--- config.mk ---
export PLATFORM = sky130hd
export DESIGN_NAME = motor_status_frame_receiver_flat
export DESIGN_NICKNAME = d
export VERILOG_FILES = /design/src/sv/msfr_pkg.sv /design/src/sv/msfr_byte_if.sv /design/src/sv/msfr_rec_if.sv /design/src/sv/msfr_ram.sv /design/src/sv/msfr_datapath.sv /design/src/sv/msfr_ctrl.sv /design/src/sv/motor_status_frame_receiver.sv /design/src/flat_wrapper.sv
export SDC_FILE = /design/constraint.sdc
export NUM_CORES = 2
export LEC_CHECK = 0
export BUFFER_PORTS_ARGS = -buffer_cell sky130_fd_sc_hd__buf_4
export CORE_ASPECT_RATIO = 0.6
export CORE_MARGIN = 2
export CORE_UTILIZATION = 30
export CTS_CLUSTER_DIAMETER = 100
export DETAILED_ROUTE_END_ITERATION = 16
export GPL_ROUTABILITY_DRIVEN = 0
export HOLD_SLACK_MARGIN = 0.03
export PLACE_DENSITY_LB_ADDON = 0.25
export SLEW_MARGIN = 10
export SYNTH_ARGS = -nofsm -noshare
export SYNTH_HDL_FRONTEND = slang
export SYNTH_HIERARCHICAL = 1
export SYNTH_SLANG_ARGS = --single-unit
--- constraint.sdc ---
create_clock -name clk -period 5.7 [get_ports clk]
set_clock_uncertainty 0.05 [all_clocks]
set_input_delay 1.71 -clock clk [delete_from_list [all_inputs] [get_ports clk]]
set_output_delay 1.71 -clock clk [all_outputs]
set_load 0.005 [all_outputs]
--- src/sv/msfr_pkg.sv ---
// shared types and constants for the motor status frame receiver
package msfr_pkg;

	localparam int PAYLOAD_DEPTH = 256;

	localparam int BYTE_W  = 8;
	localparam int ADDR_W  = $clog2(PAYLOAD_DEPTH);
	localparam int GRP_W   = 5;
	localparam int LANE_W  = 3;
	localparam int CFG_W   = 16;
	localparam int CFG_IDX_W = 2;

	localparam logic [BYTE_W-1:0] HDR_FIRST  = 8'hAA;
	localparam logic [BYTE_W-1:0] HDR_SECOND = 8'h55;

	localparam logic [CFG_IDX_W-1:0] CFG_HOMING_ENABLE   = 2'd0;
	localparam logic [CFG_IDX_W-1:0] CFG_HOMING_MOTOR_ID = 2'd1;
	localparam logic [CFG_IDX_W-1:0] CFG_CURRENT_THRESH  = 2'd2;

	typedef struct packed {
		logic              ram_we;
		logic              ram_re;
		logic [ADDR_W-1:0] addr;
		logic              sum_clr;
		logic              sum_add;
		logic              shift;
		logic              load;
		logic              last;
	} cmd_t;

	typedef struct packed {
		logic sum_ok;
	} status_t;

	typedef struct packed {
		logic        [15:0] angle;
		logic signed [15:0] speed;
		logic signed [15:0] current;
		logic        [7:0]  temperature;
		logic        [7:0]  motor_number;
		logic               homing_trigger;
		logic               last;
	} rec_t;

endpackage

--- src/sv/msfr_byte_if.sv ---
// byte stream channel into the receiver
interface msfr_byte_if;
	logic       valid;
	logic       ready;
	logic [7:0] rx_byte;

	modport source (output valid, output rx_byte, input ready);
	modport sink (input valid, input rx_byte, output ready);
endinterface

--- src/sv/msfr_rec_if.sv ---
// decoded motor record channel out of the receiver
interface msfr_rec_if;
	logic               valid;
	logic               ready;
	logic        [15:0] angle;
	logic signed [15:0] speed;
	logic signed [15:0] current;
	logic        [7:0]  temperature;
	logic        [7:0]  motor_number;
	logic               homing_trigger;
	logic               last;

	modport source (output valid, output angle, output speed, output current,
		output temperature, output motor_number, output homing_trigger, output last,
		input ready);
	modport sink (input valid, input angle, input speed, input current,
		input temperature, input motor_number, input homing_trigger, input last,
		output ready);
endinterface

--- src/sv/msfr_ram.sv ---
// generic single-port ram with registered read
module msfr_ram #(
	parameter int WIDTH = 8,
	parameter int DEPTH = 256
) (
	input  logic                     clk,
	input  logic                     we,
	input  logic                     re,
	input  logic [$clog2(DEPTH)-1:0] addr,
	input  logic [WIDTH-1:0]         wdata,
	output logic [WIDTH-1:0]         rdata
);

	logic [WIDTH-1:0] mem_q [DEPTH];

	always_ff @(posedge clk) begin
		if (we) begin
			mem_q[addr] <= wdata;
		end
		if (re) begin
			rdata <= mem_q[addr];
		end
	end

endmodule

--- src/sv/msfr_datapath.sv ---
// payload buffer, checksum, record assembly and homing detection
module msfr_datapath (
	input  logic                              clk,
	input  logic                              arst_n,
	input  msfr_pkg::cmd_t                    cmd,
	output msfr_pkg::status_t                 status,
	input  logic [msfr_pkg::BYTE_W-1:0]       rx_byte,
	input  logic                              cfg_we,
	input  logic [msfr_pkg::CFG_IDX_W-1:0]    cfg_idx,
	input  logic [msfr_pkg::CFG_W-1:0]        cfg_data,
	output msfr_pkg::rec_t                    rec
);

	logic        homing_en_q;
	logic [7:0]  homing_id_q;
	logic [15:0] thresh_q;
	logic        homed_q;
	logic [7:0]  sum_q;
	logic [63:0] asm_q;
	logic [7:0]  rdata;
	logic [15:0] cur;
	logic [16:0] mag;
	logic        trig;
	msfr_pkg::rec_t rec_q;

	msfr_ram #(.WIDTH(msfr_pkg::BYTE_W), .DEPTH(msfr_pkg::PAYLOAD_DEPTH)) u_ram (
		.clk   (clk),
		.we    (cmd.ram_we),
		.re    (cmd.ram_re),
		.addr  (cmd.addr),
		.wdata (rx_byte),
		.rdata (rdata)
	);

	always_ff @(posedge clk or negedge arst_n) begin
		if (!arst_n) begin
			homing_en_q <= 1'b0;
			homing_id_q <= 8'd1;
			thresh_q    <= 16'd32767;
		end else if (cfg_we) begin
			case (cfg_idx)
				msfr_pkg::CFG_HOMING_ENABLE:   homing_en_q <= cfg_data[0];
				msfr_pkg::CFG_HOMING_MOTOR_ID: homing_id_q <= cfg_data[7:0];
				msfr_pkg::CFG_CURRENT_THRESH:  thresh_q    <= cfg_data;
				default: ;
			endcase
		end
	end

	always_ff @(posedge clk or negedge arst_n) begin
		if (!arst_n) begin
			sum_q <= '0;
		end else if (cmd.sum_clr) begin
			sum_q <= '0;
		end else if (cmd.sum_add) begin
			sum_q <= sum_q + rx_byte;
		end
	end

	assign status.sum_ok = (rx_byte == sum_q);

	// bytes arrive in address order, so shifting in builds the big-endian group
	always_ff @(posedge clk) begin
		if (cmd.shift) begin
			asm_q <= {asm_q[55:0], rdata};
		end
	end

	// magnitude kept at 17 bits so -32768 gives 32768
	assign cur  = asm_q[31:16];
	assign mag  = cur[15] ? (17'h10000 - {1'b0, cur}) : {1'b0, cur};
	assign trig = homing_en_q && (asm_q[7:0] == homing_id_q) && !homed_q
		&& (mag >= {1'b0, thresh_q});

	always_ff @(posedge clk or negedge arst_n) begin
		if (!arst_n) begin
			homed_q <= 1'b0;
		end else if (cmd.load && trig) begin
			homed_q <= 1'b1;
		end
	end

	always_ff @(posedge clk) begin
		if (cmd.load) begin
			rec_q.angle          <= asm_q[63:48];
			rec_q.speed          <= asm_q[47:32];
			rec_q.current        <= asm_q[31:16];
			rec_q.temperature    <= asm_q[15:8];
			rec_q.motor_number   <= asm_q[7:0];
			rec_q.homing_trigger <= trig;
			rec_q.last           <= cmd.last;
		end
	end

	assign rec = rec_q;

endmodule

--- src/sv/msfr_ctrl.sv ---
// frame hunt and record emission sequencer
module msfr_ctrl (
	input  logic                        clk,
	input  logic                        arst_n,
	input  logic                        in_valid,
	output logic                        in_ready,
	input  logic [msfr_pkg::BYTE_W-1:0] rx_byte,
	output logic                        out_valid,
	input  logic                        out_ready,
	input  msfr_pkg::status_t           status,
	output msfr_pkg::cmd_t              cmd
);

	localparam logic [3:0] ST_IDLE    = 4'd0;
	localparam logic [3:0] ST_GOT_AA  = 4'd1;
	localparam logic [3:0] ST_LENGTH  = 4'd2;
	localparam logic [3:0] ST_PAYLOAD = 4'd3;
	localparam logic [3:0] ST_CHECK   = 4'd4;
	localparam logic [3:0] ST_READ    = 4'd5;
	localparam logic [3:0] ST_GATHER  = 4'd6;
	localparam logic [3:0] ST_LOAD    = 4'd7;
	localparam logic [3:0] ST_WAIT    = 4'd8;

	logic [3:0]                        state_q;
	logic [7:0]                        len_q;
	logic [7:0]                        seen_q;
	logic [msfr_pkg::GRP_W-1:0]        grp_q;
	logic [msfr_pkg::LANE_W-1:0]       lane_q;
	logic                              rd_vld_s1;
	logic                              acc;
	logic [7:0]                        seen_nx;
	logic [msfr_pkg::GRP_W-1:0]        grp_cnt;
	logic                              last_grp;

	assign in_ready  = (state_q == ST_IDLE) || (state_q == ST_GOT_AA)
		|| (state_q == ST_LENGTH) || (state_q == ST_PAYLOAD) || (state_q == ST_CHECK);
	assign out_valid = (state_q == ST_WAIT);
	assign acc       = in_valid && in_ready;
	assign seen_nx   = seen_q + 8'd1;
	assign grp_cnt   = len_q[7:3];
	assign last_grp  = (grp_q == grp_cnt - 5'd1);

	always_comb begin
		cmd         = '0;
		cmd.ram_we  = acc && (state_q == ST_PAYLOAD);
		cmd.sum_add = acc && (state_q == ST_PAYLOAD);
		cmd.sum_clr = acc && (state_q == ST_LENGTH);
		cmd.ram_re  = (state_q == ST_READ);
		cmd.addr    = (state_q == ST_READ) ? {grp_q, lane_q} : seen_q;
		cmd.shift   = rd_vld_s1;
		cmd.load    = (state_q == ST_LOAD);
		cmd.last    = last_grp;
	end

	always_ff @(posedge clk or negedge arst_n) begin
		if (!arst_n) begin
			state_q   <= ST_IDLE;
			len_q     <= '0;
			seen_q    <= '0;
			grp_q     <= '0;
			lane_q    <= '0;
			rd_vld_s1 <= 1'b0;
		end else begin
			rd_vld_s1 <= (state_q == ST_READ);
			case (state_q)
				ST_IDLE: begin
					if (acc && rx_byte == msfr_pkg::HDR_FIRST) state_q <= ST_GOT_AA;
				end
				ST_GOT_AA: begin
					if (acc) begin
						if (rx_byte == msfr_pkg::HDR_SECOND) state_q <= ST_LENGTH;
						else if (rx_byte != msfr_pkg::HDR_FIRST) state_q <= ST_IDLE;
					end
				end
				ST_LENGTH: begin
					if (acc) begin
						len_q   <= rx_byte;
						seen_q  <= '0;
						state_q <= (rx_byte == 8'd0) ? ST_CHECK : ST_PAYLOAD;
					end
				end
				ST_PAYLOAD: begin
					if (acc) begin
						seen_q <= seen_nx;
						if (seen_nx >= len_q) state_q <= ST_CHECK;
					end
				end
				ST_CHECK: begin
					if (acc) begin
						grp_q  <= '0;
						lane_q <= '0;
						// a good frame with fewer than eight bytes has no records
						if (status.sum_ok && grp_cnt != '0) state_q <= ST_READ;
						else state_q <= ST_IDLE;
					end
				end
				ST_READ: begin
					lane_q <= lane_q + 3'd1;
					if (lane_q == 3'd7) state_q <= ST_GATHER;
				end
				ST_GATHER: begin
					state_q <= ST_LOAD;
				end
				ST_LOAD: begin
					state_q <= ST_WAIT;
				end
				ST_WAIT: begin
					if (out_ready) begin
						if (last_grp) begin
							state_q <= ST_IDLE;
						end else begin
							grp_q   <= grp_q + 5'd1;
							state_q <= ST_READ;
						end
					end
				end
				default: state_q <= ST_IDLE;
			endcase
		end
	end

endmodule

--- src/sv/motor_status_frame_receiver.sv ---
// a byte beat is taken every cycle that one is offered while hunting or filling a frame;
// after a good checksum beat each record is built by 8 reads of the single-port payload
// ram, then gather and load, and each further record starts once the previous record
// beat is taken; no byte is taken while records drain
// reset: async active low, hunt idle, homed flag clear, registers at their defaults
module motor_status_frame_receiver (
	input  logic                           clk,
	input  logic                           arst_n,
	msfr_byte_if.sink                      rx,
	msfr_rec_if.source                     rec,
	input  logic                           cfg_we,
	input  logic [msfr_pkg::CFG_IDX_W-1:0] cfg_idx,
	input  logic [msfr_pkg::CFG_W-1:0]     cfg_data
);

	msfr_pkg::cmd_t    cmd;
	msfr_pkg::status_t status;
	msfr_pkg::rec_t    rec_d;

	msfr_ctrl u_ctrl (
		.clk       (clk),
		.arst_n    (arst_n),
		.in_valid  (rx.valid),
		.in_ready  (rx.ready),
		.rx_byte   (rx.rx_byte),
		.out_valid (rec.valid),
		.out_ready (rec.ready),
		.status    (status),
		.cmd       (cmd)
	);

	msfr_datapath u_dp (
		.clk      (clk),
		.arst_n   (arst_n),
		.cmd      (cmd),
		.status   (status),
		.rx_byte  (rx.rx_byte),
		.cfg_we   (cfg_we),
		.cfg_idx  (cfg_idx),
		.cfg_data (cfg_data),
		.rec      (rec_d)
	);

	assign rec.angle          = rec_d.angle;
	assign rec.speed          = rec_d.speed;
	assign rec.current        = rec_d.current;
	assign rec.temperature    = rec_d.temperature;
	assign rec.motor_number   = rec_d.motor_number;
	assign rec.homing_trigger = rec_d.homing_trigger;
	assign rec.last           = rec_d.last;

endmodule

--- src/flat_wrapper.sv ---
// flat-port wrapper written by rule: the top's interface ports become plain ports
module motor_status_frame_receiver_flat 
  (clk, arst_n, cfg_we, cfg_idx, cfg_data, rx_valid, rx_rx_byte, rx_ready, rec_valid, rec_angle, rec_speed, rec_current, rec_temperature, rec_motor_number, rec_homing_trigger, rec_last, rec_ready);
  msfr_byte_if rx_i ();
  msfr_rec_if rec_i ();
  input  logic clk;
  input  logic arst_n;
  input  logic cfg_we;
  input  logic [msfr_pkg::CFG_IDX_W-1:0] cfg_idx;
  input  logic [msfr_pkg::CFG_W-1:0] cfg_data;
  input wire logic [$bits(rx_i.valid)-1:0] rx_valid;
  input wire logic [$bits(rx_i.rx_byte)-1:0] rx_rx_byte;
  output wire logic [$bits(rx_i.ready)-1:0] rx_ready;
  output wire logic [$bits(rec_i.valid)-1:0] rec_valid;
  output wire logic [$bits(rec_i.angle)-1:0] rec_angle;
  output wire logic [$bits(rec_i.speed)-1:0] rec_speed;
  output wire logic [$bits(rec_i.current)-1:0] rec_current;
  output wire logic [$bits(rec_i.temperature)-1:0] rec_temperature;
  output wire logic [$bits(rec_i.motor_number)-1:0] rec_motor_number;
  output wire logic [$bits(rec_i.homing_trigger)-1:0] rec_homing_trigger;
  output wire logic [$bits(rec_i.last)-1:0] rec_last;
  input wire logic [$bits(rec_i.ready)-1:0] rec_ready;
  assign rx_i.valid = rx_valid;
  assign rx_i.rx_byte = rx_rx_byte;
  assign rx_ready = rx_i.ready;
  assign rec_valid = rec_i.valid;
  assign rec_angle = rec_i.angle;
  assign rec_speed = rec_i.speed;
  assign rec_current = rec_i.current;
  assign rec_temperature = rec_i.temperature;
  assign rec_motor_number = rec_i.motor_number;
  assign rec_homing_trigger = rec_i.homing_trigger;
  assign rec_last = rec_i.last;
  assign rec_i.ready = rec_ready;
  motor_status_frame_receiver u_core (.clk(clk), .arst_n(arst_n), .rx(rx_i), .rec(rec_i), .cfg_we(cfg_we), .cfg_idx(cfg_idx), .cfg_data(cfg_data));
endmodule
==> flow_summary.rst <==
.. list-table::
   :header-rows: 1

   * - Metric
     - Value
   * - TritonCTS clock tree
     - yes
   * - Iter 0 DRT Violations
     - 6145
   * - Number of vias per cell
     - 5.168
   * - CTS max path bufs
     - 4
   * - Total congestion overflow after global routing
     - 0
   * - Static Leak
     - 0.03131 uW
   * - Power density cells
     - 425.2 mW/mm^2
   * - Cell occurring most often along the worst timing path
     - buf_12
   * - Detailed-routed wire length on met2
     - 98940 um
   * - Total global routing track utilization
     - 16.19%
   * - Clock Root Buffer
     - clkbuf_16
   * - Cell Area, Synth
     - 0.08693 sq mm
   * - Area inside the core boundary
     - 0.2891 sq mm
   * - Final ANT Viol Nets
     - 0
   * - Number of warnings reported in the yosys synthesis log
     - 6
   * - Number of antenna violations at the first check in global routing
     - 15
   * - Final critical path time including I/O delays and setup
     - 5.289 ns
   * - Overall power consumption
     - 43150 uW
   * - Number of failing setup endpoints in the final timing report
     - 0
   * - Layout Nets
     - 4630
   * - Arrival time of the worst setup path
     - 5.79 ns
   * - Worst path max stage delay
     - 0.84 ns
   * - Clock Sinks
     - 2249
   * - EDFF count, synth
     - 2186
   * - Most frequent cells in the layout
     - edfxtp_1, mux4_2, buf_4, a22oi_1, nor2_1
   * - Global-route wire length before repair
     - 343300 um
   * - CTS clk-pin slew, worst paths
     - 0.07 ns
   * - Crit-path leading delay family
     - compound AO/OA/AOI/OAI gates
   * - Routed length on met3
     - 24460 um
   * - Layout overhead on the synthesized area
     - 16.74%
   * - Total CTS buffers
     - 205
   * - Leading cell type in the layout, fill and taps excluded
     - edfxtp_1
   * - Quantity of I/O buffers inserted on ports
     - 98
   * - Transition time of the tightest slew-check pin
     - 1.376 ns
   * - Slowest cell on the critical path
     - o41ai_1
   * - Final HPWL from detailed placement
     - 153500 um
   * - Total inserted antenna cells
     - 0
   * - Post-synthesis async set-or-reset flop share
     - 2.801%
   * - Number of global-route vias before repair
     - 43690
   * - Met1 Routed Length
     - 118400 um
   * - Max frequency
     - 0.1891 GHz
   * - Number of max-cap violations
     - 0
   * - Origin of the critical flop-to-flop path
     - u_core/u_ctrl/state_q[2]
   * - Routed length per placed instance
     - 28.55 um
   * - Max H-tree Level
     - 4
   * - Largest fanout of any net on the critical path
     - 42
   * - Area used by multi-input combinational logic
     - 0.01865 sq mm
   * - Max-slew violation total from the final report
     - 0
   * - Start point of the critical path
     - u_core/u_ctrl/state_q[2]
   * - Post-Synthesis Net Count
     - 4192
   * - Area of all sequential standard cells
     - 0.06724 sq mm
   * - Relative slew slack
     - 8.071%
   * - Sequential-to-total area share from yosys stat
     - 77.35%
   * - Synth Instances
     - 4122
   * - Worst skew pair latency
     - 0.85 ns
   * - Final number of hold-violating endpoints
     - 0
   * - Number of vias after detailed routing
     - 44410
   * - CP Class
     - reg2reg
   * - Filler-free cell count of the finished design
     - 8593
   * - Crit path cell chain
     - nand2b_1 -> nor3_4 -> buf_12 -> mux2_8 -> buf_12 -> buf_12 -> buf_4 -> mux4_2 -> a22oi_1 -> a21oi_1 -> o41ai_1 -> nand4_1
   * - Maximum number of pins on one net before global-route repair
     - 171
   * - Outcome
     - finished, final reports clean
   * - Syn Area/Cell
     - 21.09 sq um
   * - Count of unresolved DRC violations after routing
     - 0
   * - Initial DRT Pass Iterations
     - 5
   * - Distinct cell type count after synthesis
     - 68
   * - Buffer and inverter count on the worst path
     - 4
   * - Full die area
     - 0.2942 sq mm
   * - Post-Route WL
     - 245300 um
   * - RSZ-0062 raised after global routing
     - false
   * - Type of origin of the critical path
     - register
   * - Hold_sp
     - u_core/u_dp/asm_q[62]
   * - FP Rows
     - 153
   * - Leading register cell type out of synthesis
     - edfxtp_1
   * - Number of filler instances in the final layout
     - 26910
   * - VDD IR-drop max
     - 250.5 uV
   * - Die boundary height
     - 421.0 um
   * - WP data required
     - 6.20 ns
   * - I/O pin count
     - 99
   * - Final critical-path share of the clock period
     - 92.78%
   * - Initial cell density of the core
     - 30.07%
   * - Die Wd
     - 698.9 um
   * - Placed Cells incl. Taps
     - 8223
   * - Share of post-route cells with drive strength above 1
     - 29.08%
   * - Number of synthesized register bits
     - 2249
   * - Worst min-delay path class
     - reg2reg
   * - Kind of end point of the critical path
     - register
   * - Highest routed metal layer
     - met5
[registers in the layout, indices dropped and copies added (netlist names), 4 cells and up]
| register | count |
|---|---|
| u_core/u_ctrl/grp_q | 5 |
| u_core/u_ctrl/len_q | 8 |
| u_core/u_ctrl/seen_q | 8 |
| u_core/u_ctrl/state_q | 4 |
| u_core/u_dp/asm_q | 64 |
| u_core/u_dp/homing_id_q | 8 |
| u_core/u_dp/rec | 66 |
| u_core/u_dp/sum_q | 8 |
| u_core/u_dp/thresh_q | 16 |
| u_core/u_dp/u_ram/mem_q | 2048 |
| u_core/u_dp/u_ram/rdata | 8 |
[where the power goes]
part           total, uW  leakage [uW]  internal, uW  switching (uW)
clock network      14000       0.00322          7810            6160
registers          18700        0.0204         18400             275
logic              10500       0.00769          4560            5950
[cell type report]
| class | count | area share [%] |
|---|---|---|
| Clock buffer | 246 | 5.321 |
| Sequential cell | 2249 | 66.26 |
| Timing Repair Buffer | 480 | 3.967 |
| Inverter | 33 | 0.1221 |
| Tap cell | 3875 | 4.777 |
| Multi-Input combinational cell | 1591 | 18.37 |
| Clock inverter | 119 | 1.181 |
[synthesized netlist by cell type (4+ instances only)]
cell type     n  area (sq um)
a211oi_1      4         30.03
a21o_1        7         52.55
a21oi_1     143         715.7
a22o_1        5         43.79
a22oi_1     256          1922
buf_1        20         75.07
buf_2        39         195.2
buf_4        19         142.6
buf_6        18         202.7
clkbuf_1    154         578.1
dfrtp_1      47          1176
dfstp_2      16         420.4
edfxtp_1   2186         65640
ha_1         38         475.5
inv_1        33         123.9
mux2_2       37         416.7
mux2i_1       7         70.07
mux4_2      512         11530
nand2_1      60         225.2
nand2b_1     14         87.58
nand3_1      21         105.1
nand3b_1      4         30.03
nand4_1      15         93.84
nor2_1      251         942.2
nor2b_1      14         87.58
nor3_1       34         170.2
nor4_1        4         25.02
o211ai_1      7         52.55
o21ai_0      10         50.05
o21ai_1      14         70.07
o31ai_1       8         60.06
o41ai_1      36         315.3
or4_1         6         45.04
xnor2_1      28         245.2
xor2_1        8         70.07
[kinds of logic after synthesis]
logic type	after synthesis	synth area share [%]
AOI/OAI and AO/OA	508	4.013
xor gates and xnor gates	36	0.3627
adders and majority gates	39	0.5700
buffers and inverters	283	1.516
DFF	2249	77.35
muxes	557	13.84
and+or+nand+nor	450	2.353
[worst paths after layout]
path                                              end  slack [ns]  cells past startpoint
hold / removal                    u_core/u_dp/rec[64]        0.37                      0
hold reg to reg                   u_core/u_dp/rec[64]        0.37                      0
setup / recovery           u_core/u_dp/u_ram/rdata[1]        0.41                     12
setup reg to reg           u_core/u_dp/u_ram/rdata[1]        0.41                     12
max in group asynchronous     u_core/u_ctrl/rd_vld_s1        3.98                      1
min in group asynchronous        u_core/u_dp/sum_q[6]        0.93                      1
[through the flow]
stage               setup TNS [ns]  util (%)  hold slack (ns)  worst slack (ns)  cell area, sq um
finish                           0     35.11           0.3687            0.4114            101500
global route                     0     35.11           0.3794            0.2413            101500
CTS                              0     35.08           0.3714           0.05654            101400
detailed placement       -0.002973     32.79           0.3562         -0.002973             94780
global placement           -0.7240     32.78           0.3537           -0.4496             94760
floorplan                        0         -           0.3503             1.579             86930
[what timing repair did]
item	in CTS	in global routing
setup buffers	0	4
setup endpoints to repair	1	4
gates cloned	0	1
pin swaps	0	1
resized for setup	1	3
hold buffers	0	0
[per-layer routing]
metal | GRT usage [%] | up-vias
met5 | 0 | -
met3 | 4.359 | 271
li1 | - | 18130
met1 | 26.32 | 24090
met4 | 2.531 | 2
met2 | 21.58 | 1918
Note: power is estimated with default switching activity, not from simulation.
